===== src/rtl/lsls_ram.sv =====
`default_nettype none
module lsls_ram #(
  parameter int WIDTH = 8,
  parameter int DEPTH = 16
) (
  input  wire logic                     clk,
  input  wire logic                     we,
  input  wire logic [$clog2(DEPTH)-1:0] waddr,
  input  wire logic [WIDTH-1:0]         wdata,
  input  wire logic [$clog2(DEPTH)-1:0] raddr,
  output logic [WIDTH-1:0]              rdata
);

  logic [WIDTH-1:0] mem [DEPTH];

  // One write port and one registered read port.
  always_ff @(posedge clk) begin
    if (we) begin
      mem[waddr] <= wdata;
    end
    rdata <= mem[raddr];
  end

endmodule
`default_nettype wire

===== config.mk =====
export PLATFORM = sky130hd
export DESIGN_NAME = lsls_ram
export DESIGN_NICKNAME = d
export VERILOG_FILES = /design/src/rtl/lsls_ram.sv
export SDC_FILE = /design/constraint.sdc
export NUM_CORES = 1
export LEC_CHECK = 0
export ABC_AREA = 1
export BUFFER_PORTS_ARGS = -buffer_cell sky130_fd_sc_hd__buf_2
export CAP_MARGIN = 25
export CELL_PAD_IN_SITES_DETAIL_PLACEMENT = 1
export CELL_PAD_IN_SITES_GLOBAL_PLACEMENT = 2
export CORE_UTILIZATION = 36
export DETAILED_ROUTE_END_ITERATION = 10
export GPL_TIMING_DRIVEN = 0
export PLACE_DENSITY_LB_ADDON = 0.1
export RECOVER_POWER = 100
export SYNTH_ARGS = -nofsm -noshare
export SYNTH_HDL_FRONTEND = slang
export SYNTH_SLANG_ARGS = --single-unit
export TNS_END_PERCENT = 1

===== constraint.sdc =====
create_clock -name clk -period 1.2 [get_ports clk]
set_clock_uncertainty 0.1 [all_clocks]
set_input_delay 0.06 -clock clk [delete_from_list [all_inputs] [get_ports clk]]
set_output_delay 0.06 -clock clk [all_outputs]
set_load 0.005 [all_outputs]

==> impl_metrics.json <==
{
  "outcome": "finished with violations",
  "failed_checks": "negative setup slack",
  "postLayoutCellArea_um2": 6832,
  "rows": 45,
  "path_class": "input pin to flop",
  "synthTopCellsByArea": "edfxtp_1, nand2_1, nand3_1",
  "crit_arrival_ps": 1220,
  "route.vias.total": 3820,
  "yosys.area_share.simple_pct": 21.05,
  "switchingPower_mw": 2.485,
  "die_area_um2": 16530,
  "synth_ff_type": "edfxtp_1",
  "grt.total_usage_pct": 21.57,
  "cts_tree": "yes",
  "floorplan.core_area_um2": 15430,
  "synth_area_per_cell_um2": 10.47,
  "die_h_um": 128.6,
  "synthMuxAreaShare_pct": 0,
  "via_per_inst": 4.642,
  "ys_seq_area_share_pct": 69.43,
  "place_inst": 784,
  "fin_nets": 617,
  "pwr-share-seq_pct": 47.5,
  "worst_slack_ps": -82.02,
  "critPathCaptureType": "flop",
  "yosys-top-cells-count": "nand2_1, edfxtp_1, inv_1",
  "htree_num_levels": 4,
  "p_leak_nw": 2.914,
  "io_buffers": 22,
  "fmax_mhz": 780.0,
  "rsz0062_at_grt": "true",
  "wl_um": 16290,
  "num_antenna_cells": 0,
  "synth_xor_area_share_pct": 0,
  "fp.dieW_um": 128.6,
  "clk_pin_slew_ps": 60,
  "finalPower_mw": 11.25,
  "dp_hpwl_um": 10720,
  "num_io_pins": 26,
  "pwr_density_cell_nw_per_um2": 1647,
  "slew_headroom_pct": 31.04,
  "synthAdderAreaFrac_pct": 0,
  "syn_area_um2": 5767,
  "pre_cts_slack_ps": -588.2,
  "cts_buffer_depth": 2,
  "peakVddDrop_mv": 0.9989,
  "worstSkewPairLatency_ps": 410,
  "drc_errors": 0,
  "p_sw_share_pct": 22.08,
  "clock_sinks": 136,
  "clockPowerShare_pct": 45.9,
  "start_util_pct": 37.38,
  "first_pass_iters": 4,
  "intPower_mw": 8.768,
  "grt_start_max_net_pins": 17,
  "share_comb_of_total_power_pct": 6.6,
  "syn_to_final_growth_pct": 18.46,
  "synth_fp_nets": 569,
  "synth_compound_area_share_pct": 0,
  "cp.required_ps": 1130,
  "fin_crit_sh_pct": 106.8,
  "antenna_found_initial": 0,
  "fin_crit_ps": 1282,
  "postPlaceCellArea_um2": 6141,
  "place_congestion": 0.7456,
  "cts_made_buffers": 17,
  "synth_top_family_by_area": "simple AND/OR/NAND/NOR gates",
  "first_iter_violations": 292,
  "cts-root-buf": "clkbuf_16",
  "grt_pass1_wl_um": 24610,
  "synth_top_area_share_pct": 66.65,
  "synth_cells": 551,
  "tns_ps": -1430,
  "critPathMaxFanout": 8,
  "synth.distinct_cells": 12,
  "crit_path_start_kind": "input pin",
  "stdcell_count": 823,
  "grt_pass1_vias": 3931,
  "ys_ff_latch": 136,
  "hold_viol": 0,
  "ys_warn_count": 0,
  "gr-total-overflow": 0,
  "worstHoldPathType": "input pin to flop",
  "cap_violations": 0,
  "synth.most_common_cell": "nand2_1",
  "ys_async_sr_fraction_pct": 0,
  "hold_slack_ps": 53.27,
  "synth_top_cell_by_area": "edfxtp_1",
  "slew_violations": 0,
  "synth_edf_count": 128,
  "antenna_left": 0,
  "wl_per_cell_um": 19.79,
  "post-route-util_pct": 44.28,
  "tightest_slew_ps": 1034,
  "setup_viol": 24,
  "layout-drive-gt1-share_pct": 13.07
}
==> layout make-up <==
class | instances | area (µm²)
multi-input combinational | 289 | 1256
tap | 211 | 264.0
clock inverter | 14 | 157.7
inverter | 102 | 382.9
buffer | 24 | 166.4
clock buffer | 18 | 429.2
fill | 1762 | 8596
sequential | 136 | 4004
timing repair buffer | 29 | 171.4
==> sequential cells by signal (all words and copies together), names as in the netlist <==
| signal | flops |
|---|---|
| mem | 128 |
| rdata | 8 |
==> power groups by stage <==
stage	registers, mW	logic (mW)	clock network (mW)
finish	5.34	0.747	5.17
detailed placement	5.44	0.726	0
floorplan	5.44	0.375	0
global route	5.35	0.827	5.43
global placement	5.43	0.717	0
CTS	5.34	0.749	5.25
==> cell usage in the layout (no fill, tap or decap), types with 4 or more instances in the layout <==
cell,n
buf_2,23
buf_4,4
buf_6,6
clkbuf_1,8
clkbuf_16,17
clkbuf_2,5
clkinv_2,4
dfxtp_1,8
dlygate4sd3_1,7
edfxtp_1,128
inv_1,100
nand2_1,172
nand3_1,91
nand3_2,6
nor2_1,13
nor2_2,4
==> critical path: stages <==
cell and delay [ps]:
buf_2 120, nand3b_1 260, nor2_1 770
==> layer usage <==
metal  routed length, µm  track usage, %  share of wire, %  vias to the layer above
met5                   0               0                 0                        -
li1                    -               -                 -                     1871
met4                 171           6.436               1.1                        0
met1                8075           30.77                50                     1861
met2                7346           33.10                45                       76
met3                 691           4.532               4.2                       12
==> path summary, 6_finish.rpt <==
kind / end / cells past startpoint / start / slack, ps
max reg2reg: rdata[2]$_DFF_P_ / 6 / mem[10][2]$_DFFE_PP_ / 70
max: mem[5][6]$_DFFE_PP_ / 3 / waddr[3] / -80
min: rdata[1]$_DFF_P_ / 5 / raddr[1] / 50
min reg2reg: rdata[1]$_DFF_P_ / 6 / mem[5][1]$_DFFE_PP_ / 610
==> logic make-up (layout without fill, tap and decap cells) <==
family,count (synthesis),count (layout)
flops,136,136
simple gates,289,289
buf+inv,126,187
==> repair_timing <==
action,in CTS,in global routing
hold endpoints to repair,63,4
endpoints found under the setup margin,57,63
resized for setup,3,9
hold buffers,6,1
setup buffers,0,0
Note: power is estimated with default switching activity, not from simulation.
